## src/hw/rtl/rgsr_pkg.sv

```systemverilog
package rgsr_pkg;

  localparam int MAX_DIM      = 1024;
  localparam int REGION_COUNT = 4;

  localparam int CW = 10;  // cell index width
  localparam int SW = 11;  // size width
  localparam int AW = 14;  // signed working width

  localparam int ID_W = $clog2(REGION_COUNT);

  typedef logic [CW-1:0]        coord_t;
  typedef logic [SW-1:0]        size_t;
  typedef logic signed [AW-1:0] sval_t;
  typedef logic [ID_W-1:0]      rid_t;

  // configuration register indexes
  localparam logic [1:0] REG_GRID_ROWS = 2'd0;
  localparam logic [1:0] REG_GRID_COLS = 2'd1;
  localparam logic [1:0] REG_START_ROW = 2'd2;
  localparam logic [1:0] REG_START_COL = 2'd3;

  localparam rid_t RID_TOP_LEFT     = rid_t'(0);
  localparam rid_t RID_TOP_RIGHT    = rid_t'(1);
  localparam rid_t RID_BOTTOM_LEFT  = rid_t'(2);
  localparam rid_t RID_BOTTOM_RIGHT = rid_t'(3);

  localparam size_t GRID_RESET = size_t'(MAX_DIM & 2047);
  localparam sval_t SIZE_MAX   = sval_t'(2047);

  typedef struct packed {
    coord_t row;
    coord_t col;
    size_t  rows;
    size_t  cols;
  } region_t;

  typedef struct packed {
    logic                         ok;
    region_t [REGION_COUNT-1:0]   regions;
  } split_t;

  function automatic sval_t ext_c(input coord_t v);
    return sval_t'({{(AW-CW){1'b0}}, v});
  endfunction

  function automatic sval_t ext_s(input size_t v);
    return sval_t'({{(AW-SW){1'b0}}, v});
  endfunction

  function automatic sval_t wrap_once(input sval_t v, input sval_t n);
    sval_t r;
    if (v < 0) begin
      r = v + n;
    end else if (v >= n) begin
      r = v - n;
    end else begin
      r = v;
    end
    return r;
  endfunction

  function automatic size_t clamp_size(input sval_t v);
    size_t r;
    if (v < 0) begin
      r = '0;
    end else if (v > SIZE_MAX) begin
      r = size_t'(SIZE_MAX);
    end else begin
      r = v[SW-1:0];
    end
    return r;
  endfunction

endpackage

```

## src/hw/rtl/rgsr_emit.sv

```systemverilog
module rgsr_emit
  import rgsr_pkg::*;
(
  input  logic    clk,
  input  logic    rst,
  input  logic    in_valid,
  input  split_t  in_split,
  output logic    in_take,
  input  logic    out_ready,
  output logic    out_valid,
  output logic    out_ok,
  output rid_t    out_id,
  output region_t out_piece,
  output logic    out_last
);

  logic   held_valid;
  split_t held;
  rid_t   idx;
  logic   pop;
  logic   final_one;

  assign pop       = held_valid && (!out_valid || out_ready);
  assign final_one = !held.ok || (idx == rid_t'(REGION_COUNT - 1));
  assign in_take   = !held_valid || (pop && final_one);

  always_ff @(posedge clk) begin
    if (rst) begin
      held_valid <= 1'b0;
      out_valid  <= 1'b0;
      idx        <= '0;
    end else begin
      if (in_take) begin
        held_valid <= in_valid;
      end
      if (pop) begin
        out_valid <= 1'b1;
        idx       <= final_one ? '0 : idx + rid_t'(1);
      end else if (out_ready) begin
        out_valid <= 1'b0;
      end
    end
  end

  always_ff @(posedge clk) begin
    if (in_take && in_valid) begin
      held <= in_split;
    end
    if (pop) begin
      out_ok   <= held.ok;
      out_last <= final_one;
      if (held.ok) begin
        out_id    <= idx;
        out_piece <= held.regions[idx];
      end else begin
        // rejected request: one all-zero result
        out_id    <= '0;
        out_piece <= '0;
      end
    end
  end

endmodule

```

## src/hw/rtl/ring_grid_submap_region_split.sv

```systemverilog
// Ring grid submap region split.
// A request arrives on the s_axis channel: corner cell and span of a submap
// inside a circular grid buffer. The block splits it into the four quadrant
// rectangles relative to the configured start offset and sends them on the
// m_axis channel in region order top-left, top-right, bottom-left,
// bottom-right; tlast marks the fourth. Unused regions come out as zeros.
// A request that cannot be split gives a single result with ok low and
// tlast high.
// Grid size and start offset are written through cfg_we/cfg_addr/cfg_data;
// the user must write them only while no request is in flight, which the
// block itself does not enforce. An input transfer passes through stage 1,
// stage 2 and the emitter's held split before reaching the output register.
// Each accepted request sends four results through the single output
// register, a rejected request one. The two compute stages accept a new
// request while the previous one is still being sent.
// Reset clears all valid bits and loads the grid size with 1024 and the
// start offset with zero. When the receiver stalls, the output register
// holds its result and the stages fill up behind it; tready drops once
// they are full, and nothing is lost or repeated.
module ring_grid_submap_region_split
  import rgsr_pkg::*;
(
  input  logic        clk,
  input  logic        rst,
  input  logic        cfg_we,
  input  logic [1:0]  cfg_addr,
  input  logic [10:0] cfg_data,
  input  logic        s_axis_tvalid,
  output logic        s_axis_tready,
  // corner_row[9:0], corner_col[19:10], span_rows[30:20], span_cols[41:31], zero pad
  input  logic [47:0] s_axis_tdata,
  output logic        m_axis_tvalid,
  input  logic        m_axis_tready,
  // piece_row[9:0], piece_col[19:10], piece_rows[30:20], piece_cols[41:31], zero pad
  output logic [47:0] m_axis_tdata,
  // ok[0], region_id[2:1]
  output logic [2:0]  m_axis_tuser,
  output logic        m_axis_tlast
);

  typedef struct packed {
    coord_t cr;
    coord_t cc;
    size_t  sr;
    size_t  sc;
    sval_t  dr;
    sval_t  dc;
    sval_t  er;
    sval_t  ec;
    sval_t  hr;
    sval_t  hc;
  } st1_t;

  typedef struct packed {
    coord_t cr;
    coord_t cc;
    size_t  sr;
    size_t  sc;
    sval_t  ur;
    sval_t  uc;
    sval_t  br;
    sval_t  bc;
    sval_t  hr;
    sval_t  hc;
    sval_t  lr;
    sval_t  lc;
  } st2_t;

  size_t  grid_rows;
  size_t  grid_cols;
  coord_t start_row;
  coord_t start_col;

  logic   v1;
  logic   v2;
  st1_t   s1;
  st2_t   s2;
  logic   adv1;
  logic   adv2;
  logic   take;

  coord_t in_cr;
  coord_t in_cc;
  size_t  in_sr;
  size_t  in_sc;

  sval_t  gr;
  sval_t  gc;
  sval_t  str;
  sval_t  stc;

  split_t  split;
  logic    ovf;
  logic    [1:0] qa;
  logic    [1:0] qb;

  logic    o_ok;
  rid_t    o_id;
  region_t o_piece;
  logic    o_last;

  always_ff @(posedge clk) begin
    if (rst) begin
      grid_rows <= GRID_RESET;
      grid_cols <= GRID_RESET;
      start_row <= '0;
      start_col <= '0;
    end else if (cfg_we) begin
      case (cfg_addr)
        REG_GRID_ROWS: grid_rows <= cfg_data[SW-1:0];
        REG_GRID_COLS: grid_cols <= cfg_data[SW-1:0];
        REG_START_ROW: start_row <= cfg_data[CW-1:0];
        REG_START_COL: start_col <= cfg_data[CW-1:0];
        default: ;
      endcase
    end
  end

  assign in_cr = s_axis_tdata[9:0];
  assign in_cc = s_axis_tdata[19:10];
  assign in_sr = s_axis_tdata[30:20];
  assign in_sc = s_axis_tdata[41:31];

  assign gr  = ext_s(grid_rows);
  assign gc  = ext_s(grid_cols);
  assign str = ext_c(start_row);
  assign stc = ext_c(start_col);

  assign adv2          = !v2 || take;
  assign adv1          = !v1 || adv2;
  assign s_axis_tready = adv1;

  always_ff @(posedge clk) begin
    if (rst) begin
      v1 <= 1'b0;
      v2 <= 1'b0;
    end else begin
      if (adv1) begin
        v1 <= s_axis_tvalid;
      end
      if (adv2) begin
        v2 <= v1;
      end
    end
  end

  // stage 1: offsets, far corner and distance to the buffer edge
  always_ff @(posedge clk) begin
    if (adv1 && s_axis_tvalid) begin
      s1.cr <= in_cr;
      s1.cc <= in_cc;
      s1.sr <= in_sr;
      s1.sc <= in_sc;
      s1.dr <= ext_c(in_cr) - str;
      s1.dc <= ext_c(in_cc) - stc;
      s1.er <= ext_c(in_cr) + ext_s(in_sr) - sval_t'(1);
      s1.ec <= ext_c(in_cc) + ext_s(in_sc) - sval_t'(1);
      s1.hr <= gr - ext_c(in_cr);
      s1.hc <= gc - ext_c(in_cc);
    end
  end

  // stage 2: wrap into the ring, remainder past the edge
  always_ff @(posedge clk) begin
    if (adv2 && v1) begin
      s2.cr <= s1.cr;
      s2.cc <= s1.cc;
      s2.sr <= s1.sr;
      s2.sc <= s1.sc;
      if (start_row == '0 && start_col == '0) begin
        s2.ur <= ext_c(s1.cr);
        s2.uc <= ext_c(s1.cc);
      end else begin
        s2.ur <= wrap_once(s1.dr, gr);
        s2.uc <= wrap_once(s1.dc, gc);
      end
      s2.br <= wrap_once(s1.er, gr);
      s2.bc <= wrap_once(s1.ec, gc);
      s2.hr <= s1.hr;
      s2.hc <= s1.hc;
      s2.lr <= ext_s(s1.sr) - s1.hr;
      s2.lc <= ext_s(s1.sc) - s1.hc;
    end
  end

  // stage 3: overflow check, quadrant pair and rectangle selection
  always_comb begin
    ovf = ((s2.ur + ext_s(s2.sr)) > gr) && ((s2.uc + ext_s(s2.sc)) > gc);
    qa  = {ext_c(s2.cr) < str, ext_c(s2.cc) < stc};
    qb  = {s2.br < str, s2.bc < stc};
    split    = '0;
    split.ok = !ovf;
    if (!ovf) begin
      case ({qa, qb})
        4'b00_00: begin
          split.regions[RID_TOP_LEFT] = '{s2.cr, s2.cc, s2.sr, s2.sc};
        end
        4'b00_01: begin
          split.regions[RID_TOP_LEFT]  = '{s2.cr, s2.cc, s2.sr, clamp_size(s2.hc)};
          split.regions[RID_TOP_RIGHT] = '{s2.cr, '0, s2.sr, clamp_size(s2.lc)};
        end
        4'b00_10: begin
          split.regions[RID_TOP_LEFT]    = '{s2.cr, s2.cc, clamp_size(s2.hr), s2.sc};
          split.regions[RID_BOTTOM_LEFT] = '{'0, s2.cc, clamp_size(s2.lr), s2.sc};
        end
        4'b00_11: begin
          split.regions[RID_TOP_LEFT] =
            '{s2.cr, s2.cc, clamp_size(s2.hr), clamp_size(s2.hc)};
          split.regions[RID_TOP_RIGHT] =
            '{s2.cr, '0, clamp_size(s2.hr), clamp_size(s2.lc)};
          split.regions[RID_BOTTOM_LEFT] =
            '{'0, s2.cc, clamp_size(s2.lr), clamp_size(s2.hc)};
          split.regions[RID_BOTTOM_RIGHT] =
            '{'0, '0, clamp_size(s2.lr), clamp_size(s2.lc)};
        end
        4'b01_01: begin
          split.regions[RID_TOP_RIGHT] = '{s2.cr, s2.cc, s2.sr, s2.sc};
        end
        4'b01_11: begin
          split.regions[RID_TOP_RIGHT]    = '{s2.cr, s2.cc, clamp_size(s2.hr), s2.sc};
          split.regions[RID_BOTTOM_RIGHT] = '{'0, s2.cc, clamp_size(s2.lr), s2.sc};
        end
        4'b10_10: begin
          split.regions[RID_BOTTOM_LEFT] = '{s2.cr, s2.cc, s2.sr, s2.sc};
        end
        4'b10_11: begin
          split.regions[RID_BOTTOM_LEFT]  = '{s2.cr, s2.cc, s2.sr, clamp_size(s2.hc)};
          split.regions[RID_BOTTOM_RIGHT] = '{s2.cr, '0, s2.sr, clamp_size(s2.lc)};
        end
        4'b11_11: begin
          split.regions[RID_BOTTOM_RIGHT] = '{s2.cr, s2.cc, s2.sr, s2.sc};
        end
        default: begin
          // far corner in a quadrant that cannot follow the near one
          split.ok = 1'b0;
        end
      endcase
    end
  end

  rgsr_emit u_emit (
    .clk       (clk),
    .rst       (rst),
    .in_valid  (v2),
    .in_split  (split),
    .in_take   (take),
    .out_ready (m_axis_tready),
    .out_valid (m_axis_tvalid),
    .out_ok    (o_ok),
    .out_id    (o_id),
    .out_piece (o_piece),
    .out_last  (o_last)
  );

  assign m_axis_tdata = {6'd0, o_piece.cols, o_piece.rows, o_piece.col, o_piece.row};
  assign m_axis_tuser = {o_id, o_ok};
  assign m_axis_tlast = o_last;

endmodule

```

## config.mk

```make
export PLATFORM = sky130hd
export DESIGN_NAME = ring_grid_submap_region_split
export DESIGN_NICKNAME = d
export VERILOG_FILES = /design/src/hw/rtl/rgsr_pkg.sv /design/src/hw/rtl/rgsr_emit.sv /design/src/hw/rtl/ring_grid_submap_region_split.sv
export SDC_FILE = /design/constraint.sdc
export NUM_CORES = 1
export LEC_CHECK = 0
export BUFFER_PORTS_ARGS = -buffer_cell sky130_fd_sc_hd__buf_2
export CAP_MARGIN = 20
export CORE_MARGIN = 2
export CORE_UTILIZATION = 40
export CTS_BUF_LIST = sky130_fd_sc_hd__clkbuf_4 sky130_fd_sc_hd__clkbuf_8 sky130_fd_sc_hd__clkbuf_16
export CTS_CLUSTER_SIZE = 24
export DETAILED_ROUTE_END_ITERATION = 8
export GPL_TIMING_DRIVEN = 0
export PLACE_DENSITY = 0.59
export SYNTH_ARGS = -nofsm -noshare
export SYNTH_HDL_FRONTEND = slang
export SYNTH_SLANG_ARGS = --single-unit
```

## constraint.sdc

```tcl
create_clock -name clk -period 16.5 [get_ports clk]
set_input_delay 0.825 -clock clk [delete_from_list [all_inputs] [get_ports clk]]
set_output_delay 0.825 -clock clk [all_outputs]
set_load 0.03 [all_outputs]
```

=== Yosys cells after proc, flatten, opt, wreduce, memory -nomap -nowiden ===
Cells that the tools add are included.
Widths: inputs -> output; s select.

* Word-level logic and storage cells: 169
* Bits of input ports: 66
* Bits in latches: 0
* Register bits: 535
* Bits in read-only memories: 0
* Output and inout bits: 54
* RAM bits: 0
* Memories kept: 0

* Shift-type cells: 0
* Divide/modulo/power cells: 0
* Magnitude comparators: 23
* Eq/ne operators: 12
* Add/sub/neg operators: 21
* Bitwise logic cells: 0
* Multipliers: 0
* Mux-type cells: 28
* Reduce and logical (&&, ||, !) cells: 28

{| class="wikitable"
|+ Operator list
! cell !! number
|-
| $pmux 42 s4 || 4
|-
| $mux 169 || 1
|-
| $mux 14 || 8
|-
| $mux 11 || 8
|-
| $bmux 42 s2 || 1
|-
| $gt 14x12->1 const B || 4
|-
| $lt 14x1->1 const B || 4
|-
| $mux 42 || 1
|-
| $add 13x12->14 || 2
|-
| $add 14x12->14 || 2
|-
| $gt 14x12->1 || 2
|-
| $lt 14x11->1 || 2
|-
| $sub 12x14->14 || 2
|-
| $sub 13x12->14 || 2
|-
| $add 11x12->13 || 2
|-
| $ge 13x12->1 || 2
|-
| $lt 13x1->1 const B || 2
|-
| $sub 11x12->13 || 2
|-
| $sub 12x1->13 const B || 2
|-
| $add 10x11->12 || 2
|-
| $ge 11x12->1 || 2
|-
| $mux 24 || 1
|-
| $sub 11x10->12 || 2
|-
| $lt 11x1->1 const B || 2
|-
| 21 further kinds || 50
|}

=== Logic depth before layout (Yosys ltp) ===
Gate-level depths: netlist (run 1).

* Depth in word-level cells: 8
* Gate-level depth with buffers: 18
* Gate-level depth less buffers: 17

=== By module ===
Synthesis (run 1) repeated with hierarchy kept, for this count alone.

* Cell total of the unflattened synthesis: 2,897
* Area total of the unflattened synthesis: 30,799.5 um2

{| class="wikitable"
|+ Modules (own cells, without submodules)
! module !! times used !! area each (um2) !! cells each
|-
| ring_grid_submap_region_split || 1 || 22,879.4 || 2,511
|-
| rgsr_emit || 1 || 7,920.1 || 386
|}

=== Worst setup path after synthesis (run 1) ===
Ideal clock, no wire load.

* Path type: input -> register
* Start point: input m_axis_tready
* End point: register s2[0] (netlist name) (enable)
* Arrival time: 11.786 ns
* Stages: 3
* Buffers on the path: 0
* Path slack: 3.833 ns
* Cell sequence: nand2b_1 -> a21oi_1 -> a21boi_0

* Longest elaborated chain between the ends: 6

{| class="wikitable"
|+ RTL lines
! element !! line !! text
|-
| from (decl) || ring_grid_submap_region_split.sv:33 || <nowiki>input logic m_axis_tready,</nowiki>
|-
| $logic_or 1x1->1 || rgsr_emit.sv:23 || <nowiki>assign pop = held_valid && (!out_valid || out_ready);</nowiki>
|-
| $logic_and 1x1->1 || rgsr_emit.sv:23 ||
|-
| $logic_and 1x1->1 || rgsr_emit.sv:25 || <nowiki>assign in_take = !held_valid || (pop && final_one);</nowiki>
|-
| $logic_or 1x1->1 || rgsr_emit.sv:25 ||
|-
| $logic_or 1x1->1 || ring_grid_submap_region_split.sv:129 || <nowiki>assign adv2 = !v2 || take;</nowiki>
|-
| $logic_and 1x1->1 || ring_grid_submap_region_split.sv:165 || <nowiki>if (adv2 && v1) begin</nowiki>
|-
| to (decl) || ring_grid_submap_region_split.sv:77 || <nowiki>st2_t s2;</nowiki>
|}

Every way passes these cells.
A chain may end at the register's enable or synchronous reset.

=== Final worst setup path (run 1) ===
* Start point: register s2[112] (netlist name)
* End point: register u_emit.held[124] (netlist name), data pin

* Longest elaborated chain between the ends: 3

{| class="wikitable"
|+ RTL lines
! element !! line !! text
|-
| $add 14x12->14 || ring_grid_submap_region_split.sv:188 || <nowiki>ovf = ((s2.ur + ext_s(s2.sr)) > gr) && ((s2.uc + ext_s(s2.sc)) > gc);</nowiki>
|-
| $gt 14x12->1 || ring_grid_submap_region_split.sv:188 ||
|-
| $logic_and 1x1->1 || ring_grid_submap_region_split.sv:188 ||
|-
| to (signal assigned) || rgsr_emit.sv:47 || <nowiki>held <= in_split;</nowiki>
|-
| to (decl) || rgsr_emit.sv:18 || <nowiki>split_t held;</nowiki>
|}

Every way passes these cells.

==> impl_metrics.json, run 1 <==
{
  "design.die.area_um2": 79170,
  "clock-root-buffer": "sky130_fd_sc_hd__clkbuf_16",
  "core_area_um2": 76080,
  "critical_path.cell_chain": "ha_1 > fa_1 > a211oi_1 > o21ai_0 > a31oi_1 > o21bai_1 > a21oi_1 > xnor2_1 > ha_1 > and3_1 > a221oi_1 > o2111ai_1 > a211o_1 > o31a_1 > o2111ai_1 > and3_1 > clkbuf_1 > and3_1",
  "grt_first_pass_wirelength_um": 130800,
  "ys_ff_latch": 525,
  "post-cts-setup-buffers": 0,
  "largest_net_degree_at_the_start_of_global_routing": 37,
  "rr_worst_depth": 18,
  "synth_cells": 2802,
  "boundaryPins": 120,
  "place.port_buffers": 106,
  "max_freq_mhz": 176.1,
  "clock_skew_ns": 0.02476,
  "timing.critical_path.from_type": "flip-flop",
  "synth-main-ff-cell": "sky130_fd_sc_hd__edfxtp_1",
  "cts.sinks": 525,
  "area_growth_syn_to_layout_pct": 14.09,
  "req_time_crit_path_ns": 16.99,
  "timing.final.crit_share": 0.3442,
  "synthDominantCellAreaShare": 0.4654,
  "fill_cells": 7203,
  "via_density_per_instance": 5.349,
  "final-instance-count-excl-fill": 4072,
  "netlist_top_cells_area": "sky130_fd_sc_hd__edfxtp_1 (47%), sky130_fd_sc_hd__ha_1 (11%), sky130_fd_sc_hd__nor2_1 (3.8%)",
  "routed-via-count": 21780,
  "groute.usage.overall": 0.2198,
  "grt_overflow": 0,
  "worst_ir_drop_vdd_v": 0.00007969,
  "setup_viol": 0,
  "critPathMaxStageDelay_ns": 0.48,
  "row_count": 101,
  "edff_count_synth": 477,
  "slew_violations": 0,
  "yosysTopAreaCell": "sky130_fd_sc_hd__edfxtp_1",
  "cts_hold_buffers": 0,
  "power.density_cell_area_nw_per_um2": 109.7,
  "min_path_cells": 1,
  "worstSetupEndpointType": "flip-flop",
  "drc": 0,
  "worst_slew_pin_slew_ns": 0.9981,
  "yosysWarnings": 0,
  "grt_antenna_before_repair": 1,
  "wl_um": 87160,
  "most_frequent_cells_in_the_layout": "sky130_fd_sc_hd__edfxtp_1 (477), sky130_fd_sc_hd__nor2_1 (314), sky130_fd_sc_hd__ha_1 (278), sky130_fd_sc_hd__inv_1 (267)",
  "worst-endpoint-arrival_ns": 6.17,
  "cts_tree": "done",
  "critical_path.most_common_cell": "sky130_fd_sc_hd__and3_1",
  "cap_viol_max_count": 0,
  "start_util": 0.4045,
  "final_common_cell": "sky130_fd_sc_hd__edfxtp_1",
  "cts_inserted_buffers": 59,
  "antenna-diode-count": 0,
  "power.static_leakage_nw": 13.95,
  "timing.critical_path.slowest_stage_cell": "sky130_fd_sc_hd__edfxtp_1",
  "number_of_global_route_vias_before_repair": 22140,
  "critPathKind": "flip-flop to flip-flop",
  "place.detailed.hpwl_um": 67280,
  "multiInputGateArea_um2": 14100,
  "post_drt_wl_per_cell_um": 21.40,
  "htree_num_levels": 2,
  "syn-cell-area_um2": 30780,
  "status": "complete, no violations",
  "drt.antenna.violating_nets": 0,
  "horiz_die_dim_um": 281.4,
  "cts-resized-gates": 0,
  "yosysSeqAreaShare": 0.4966,
  "firstDrtPassIters": 5,
  "clk-insertion-delay-late_ns": 0.64,
  "design_power_total_mw": 3.851,
  "max-slew-margin-rel": 0.3174,
  "endpoints_failing_hold": 0,
  "clkTransAtPathRegs_ns": 0.06,
  "cell_count_post_placement": 3960,
  "routabilityCongestion": 0.8829,
  "yosysUniqueCellTypes": 79,
  "final-seq-area_um2": 15280,
  "clockBufferDepth": 3,
  "setup_repair_after_global_routing_missed_its_margin": "no",
  "proportion_of_layout_cells_with_a_drive_suffix_above_1": 0.1045,
  "synth-async-reset-ratio": 0,
  "mean_instance_size_in_the_synthesized_netlist_um2": 10.98,
  "nNetsFinal": 3353,
  "timing.hold.worst.class": "input pin to flip-flop",
  "detailedRoute.firstIterationViolations": 1648,
  "timing.final.crit_period_ns": 5.679,
  "timing.critical_path.fanout_max": 10,
  "fp.dieH_um": 281.4
}
synth_stat cells, types with 40 or more instances:
| cell | n |
|---|---|
| sky130_fd_sc_hd__xnor2_1 | 78 |
| sky130_fd_sc_hd__clkbuf_1 | 89 |
| sky130_fd_sc_hd__and2_1 | 92 |
| sky130_fd_sc_hd__nor2_1 | 314 |
| sky130_fd_sc_hd__a21oi_1 | 159 |
| sky130_fd_sc_hd__and3_1 | 49 |
| sky130_fd_sc_hd__nand2_1 | 159 |
| sky130_fd_sc_hd__nor3_1 | 40 |
| sky130_fd_sc_hd__nor2b_1 | 57 |
| sky130_fd_sc_hd__dfxtp_1 | 48 |
| sky130_fd_sc_hd__o21ai_0 | 112 |
| sky130_fd_sc_hd__edfxtp_1 | 477 |
| sky130_fd_sc_hd__ha_1 | 278 |
| sky130_fd_sc_hd__mux4_2 | 42 |
| sky130_fd_sc_hd__mux2i_1 | 69 |
| sky130_fd_sc_hd__a21o_1 | 46 |
| sky130_fd_sc_hd__inv_1 | 268 |
layer usage:
layer / up-vias / share of wire / track usage / wire [µm]
met3: 148 / 0.039 / 0.02428 / 3429
met5: - / 0 / 0 / 0
met2: 530 / 0.49 / 0.3780 / 42440
met1: 10670 / 0.43 / 0.2811 / 37380
li1: 10440 / - / - / -
met4: 0 / 0.045 / 0.09356 / 3909
metrics by stage:
stage	setup TNS (ns)	utilization	hold slack, ns	cell area, µm²	worst slack, ns
after floorplan	0	-	0.4204	30790	3.833
after global placement	-271.82	0.4287	0.4356	32610	-1.863
after detailed placement	0	0.4342	0.4394	33030	10.84
after CTS	0	0.4615	0.3705	35110	10.80
after global routing	0	0.4615	0.3762	35110	10.30
final	0	0.4615	0.3990	35110	10.82
critical path, delay by kind of cell (launching register included):
family | cells | cell delay (ns)
compound gates | 10 | 2.81
xor+xnor | 1 | 0.15
fa+ha+maj | 3 | 0.97
buf+inv | 1 | 0.43
flops | 1 | 0.48
simple gates | 3 | 0.70
cells by family (layout without fill, tap and decap cells):
logic type / after synthesis / count (layout) / share of synthesized area
AOI/OAI and AO/OA: 543 / 543 / 0.1137
xor gates and xnor gates: 106 / 106 / 0.03017
adders and majority gates: 296 / 296 / 0.1247
buffers and inverters: 373 / 608 / 0.04740
DFF: 525 / 525 / 0.4966
muxes: 122 / 122 / 0.05720
other: 1 / 6 / 0.0001218
and+or+nand+nor: 836 / 836 / 0.1301
report_power, final:
group | internal, mW | leakage (nW) | switching, mW
Clock | 0.841 | 1.03 | 0.558
Sequential | 1.57 | 4.87 | 0.0573
Combinational | 0.320 | 8.06 | 0.505
Total | 2.73 | 13.9 | 1.12
cell type report:
class / instances / area share
Sequential cell: 525 / 0.4353
Clock inverter: 40 / 0.01304
Timing Repair Buffer: 123 / 0.02573
Tap cell: 1030 / 0.03670
Clock buffer: 72 / 0.04618
Multi-Input combinational cell: 1909 / 0.4015
Inverter: 268 / 0.02865
Buffer: 105 / 0.01290
sequential cells by signal, indices dropped and copies added (netlist names):
| register | cells |
|---|---|
| start_row | 10 |
| u_emit.out_last | 1 |
| grid_cols | 11 |
| u_emit.out_piece | 42 |
| s2 | 148 |
| grid_rows | 11 |
| s1 | 114 |
| u_emit.held_valid | 1 |
| u_emit.out_ok | 1 |
| v1 | 1 |
| v2 | 1 |
| start_col | 10 |
| u_emit.held | 169 |
| u_emit.out_valid | 1 |
| u_emit.out_id | 2 |
| u_emit.idx | 2 |
final timing paths:
| path | from | to | slack (ns) |
|---|---|---|---|
| min | s_axis_tdata[29] | s1[104]$_DFFE_PP_ | 0.40 |
| max | s2[112]$_DFFE_PP_ | u_emit.held[124]$_SDFFCE_PP0P_ | 10.82 |
| min reg2reg | s1[89]$_DFFE_PP_ | s2[117]$_DFFE_PP_ | 0.45 |
| max reg2reg | s2[112]$_DFFE_PP_ | u_emit.held[124]$_SDFFCE_PP0P_ | 10.82 |
No activity file was read; power rests on OpenSTA's default activity.
==> run 2, diff against run 1 <==
--- a/config.mk
+++ b/config.mk
@@ -13,7 +13,7 @@
 export CTS_CLUSTER_SIZE = 24
 export DETAILED_ROUTE_END_ITERATION = 8
 export GPL_TIMING_DRIVEN = 0
-export PLACE_DENSITY = 0.59
+export PLACE_DENSITY = 0.61
 export SYNTH_ARGS = -nofsm -noshare
 export SYNTH_HDL_FRONTEND = slang
 export SYNTH_SLANG_ARGS = --single-unit
==> constraint.sdc (replaced) <==
create_clock -name clk -period 5.1 [get_ports clk]
set_input_delay 0.255 -clock clk [delete_from_list [all_inputs] [get_ports clk]]
set_output_delay 0.255 -clock clk [all_outputs]
set_load 0.03 [all_outputs]
==> run 2 against run 1 <==
Combinational power grew to 3.3 times the previous value. Sequential share of layout area shrank 0.78 points. Register-to-register slack got worse by 11 ns. Largest cell class unchanged.
==> impl_metrics.json, run 2 (same netlist as run 1, synthesis figures left out) <==
{
  "status": "complete, no violations",
  "power.share.sequential": 0.425,
  "place.port_buffers": 106,
  "timing.final.crit_share": 0.9619,
  "worst_ir_drop_vdd_v": 0.0002758,
  "boundaryPins": 120,
  "routabilityCongestion": 0.9109,
  "clockBufferDepth": 3,
  "cap_viol_max_count": 0,
  "multiInputGateArea_um2": 14160,
  "number_of_global_route_vias_before_repair": 22250,
  "place.detailed.hpwl_um": 67370,
  "clock_skew_ns": 0.01965,
  "final_common_cell": "sky130_fd_sc_hd__edfxtp_1",
  "registers.top_by_ff_count": "u_emit.held",
  "clkTransAtPathRegs_ns": 0.06,
  "cts_inserted_buffers": 58,
  "proportion_of_layout_cells_with_a_drive_suffix_above_1": 0.1125,
  "cts.sinks": 525,
  "fin_worst_hold_slack_ns": 0.05852,
  "combinationalPowerShare": 0.220,
  "power.static_leakage_nw": 14.24,
  "horiz_die_dim_um": 281.4,
  "finish.instance_area_um2": 35750,
  "endpoints_failing_hold": 0,
  "worstSetupEndpointType": "flip-flop",
  "largest_register_ff_count": 169,
  "power.density_cell_area_nw_per_um2": 346.8,
  "grt_antenna_before_repair": 2,
  "max-slew-margin-rel": 0.2533,
  "drt.antenna.violating_nets": 0,
  "wl_um": 88190,
  "cts_tree": "done",
  "firstDrtPassIters": 5,
  "largest_net_degree_at_the_start_of_global_routing": 40,
  "critPathKind": "flip-flop to flip-flop",
  "fill_cells": 6984,
  "row_count": 101,
  "worst-endpoint-arrival_ns": 5.37,
  "htree_num_levels": 2,
  "power_switching_share": 0.2898,
  "drc": 0,
  "design.die.area_um2": 79170,
  "largest_registers": "u_emit.held (169), s2 (148), s1 (114)",
  "clock-root-buffer": "sky130_fd_sc_hd__clkbuf_16",
  "timing.critical_path.fanout_max": 10,
  "grt_first_pass_wirelength_um": 132000,
  "slew_violations": 0,
  "p_int_mw": 8.804,
  "area_growth_syn_to_layout_pct": 16.16,
  "most_frequent_cells_in_the_layout": "sky130_fd_sc_hd__edfxtp_1 (477), sky130_fd_sc_hd__nor2_1 (312), sky130_fd_sc_hd__ha_1 (276), sky130_fd_sc_hd__inv_1 (267)",
  "timing.critical_path.from_type": "flip-flop",
  "req_time_crit_path_ns": 5.57,
  "worst_slew_pin_slew_ns": 1.120,
  "final-seq-area_um2": 15280,
  "timing.final.crit_period_ns": 4.906,
  "power_switching_mw": 3.592,
  "post_drt_wl_per_cell_um": 21.34,
  "via_density_per_instance": 5.404,
  "clock_share_of_power": 0.355,
  "core_area_um2": 76080,
  "setup_viol": 0,
  "place_area_um2": 33050,
  "max_freq_mhz": 203.8,
  "grt_overflow": 0,
  "nNetsFinal": 3415,
  "start_util": 0.4045,
  "timing.hold.worst.class": "input pin to flip-flop",
  "detailedRoute.firstIterationViolations": 1714,
  "fp.dieH_um": 281.4,
  "groute.usage.overall": 0.2220,
  "routed-via-count": 22340,
  "clk-insertion-delay-late_ns": 0.62
}
## run 2: stage by stage
| stage | setup TNS (ns) | power, mW | utilization | setup WS [ns] | instances |
|---|---|---|---|---|---|
| 6_report | 0 | 12.40 | 0.4699 | 0.1942 | 4133 |
| 5_1_grt | -0.8938 | 12.96 | 0.4699 | -0.04719 | 4132 |
| 4_1_cts | 0 | 12.46 | 0.4689 | 0.04149 | 4127 |
| 3_5_place_dp | -50.74 | 8.001 | 0.4344 | -0.5153 | 3962 |
| 3_3_place_gp | -640.73 | 7.932 | 0.4289 | -2.612 | 3943 |
| 2_1_floorplan | -28.63 | 7.164 | - | -0.1934 | 2807 |
## run 2: critical path: stages (launching register included)
cell	delay (ns)
sky130_fd_sc_hd__edfxtp_1	0.44
sky130_fd_sc_hd__ha_2	0.23
sky130_fd_sc_hd__fa_2	0.39
sky130_fd_sc_hd__a211oi_4	0.27
sky130_fd_sc_hd__o21ai_2	0.12
sky130_fd_sc_hd__a31oi_1	0.26
sky130_fd_sc_hd__o21bai_1	0.09
sky130_fd_sc_hd__a21oi_1	0.18
sky130_fd_sc_hd__xnor2_1	0.14
sky130_fd_sc_hd__ha_1	0.27
sky130_fd_sc_hd__and3_1	0.18
sky130_fd_sc_hd__a221oi_2	0.36
sky130_fd_sc_hd__o2111ai_2	0.24
sky130_fd_sc_hd__a211o_1	0.33
sky130_fd_sc_hd__o31a_1	0.26
sky130_fd_sc_hd__o2111a_2	0.23
sky130_fd_sc_hd__or3_4	0.47
sky130_fd_sc_hd__buf_6	0.19
sky130_fd_sc_hd__nor2_1	0.10
## run 2: final cells by class
class,instances,area share
diodes,2,0.0001400
plain buffers,105,0.01305
clock buffers,81,0.04889
flip-flops and latches,525,0.4275
inverters,268,0.02814
repair buffers,186,0.04249
well taps,1030,0.03605
clock inverters,27,0.007665
multi-input cells,1909,0.3960
## run 2: power groups by stage
stage	Combinational, mW	Sequential, mW	Clock (mW)
after floorplan	1.87	5.30	0
after global placement	2.55	5.38	0
after detailed placement	2.64	5.36	0
after CTS	2.71	5.27	4.48
after global routing	3.03	5.29	4.64
final	2.73	5.27	4.40
## run 2: worst paths after layout
kind                                        start  slack (ns)                             end  cells after the start
worst max-delay path            s2[112]$_DFFE_PP_        0.19   u_emit.held[19]$_SDFFCE_PP0P_                     18
worst min register to register   s1[16]$_DFFE_PP_        0.45                s2[44]$_DFFE_PP_                      0
worst min-delay path                          rst        0.06  u_emit.held_valid$_SDFFE_PP0P_                      2
worst max register to register  s2[112]$_DFFE_PP_        0.19   u_emit.held[19]$_SDFFCE_PP0P_                     18
## run 2: repair_timing
item / 4_1_cts / 5_1_grt
hold endpoints to repair: 72 / 0
pin swaps: 1 / 5
gates resized for setup: 15 / 15
buffers inserted: 2 / 4
endpoints found under the setup margin: 168 / 162
hold buffers: 55 / 0
## run 2: per-layer routing
layer	global-route usage	wire length [µm]	vias to the layer above	share of wire
met4	0.1090	4418	0	0.050
met1	0.2793	36560	10950	0.41
li1	-	-	10550	-
met3	0.02585	4343	177	0.049
met2	0.3797	42870	656	0.49
met5	0	0	-	0
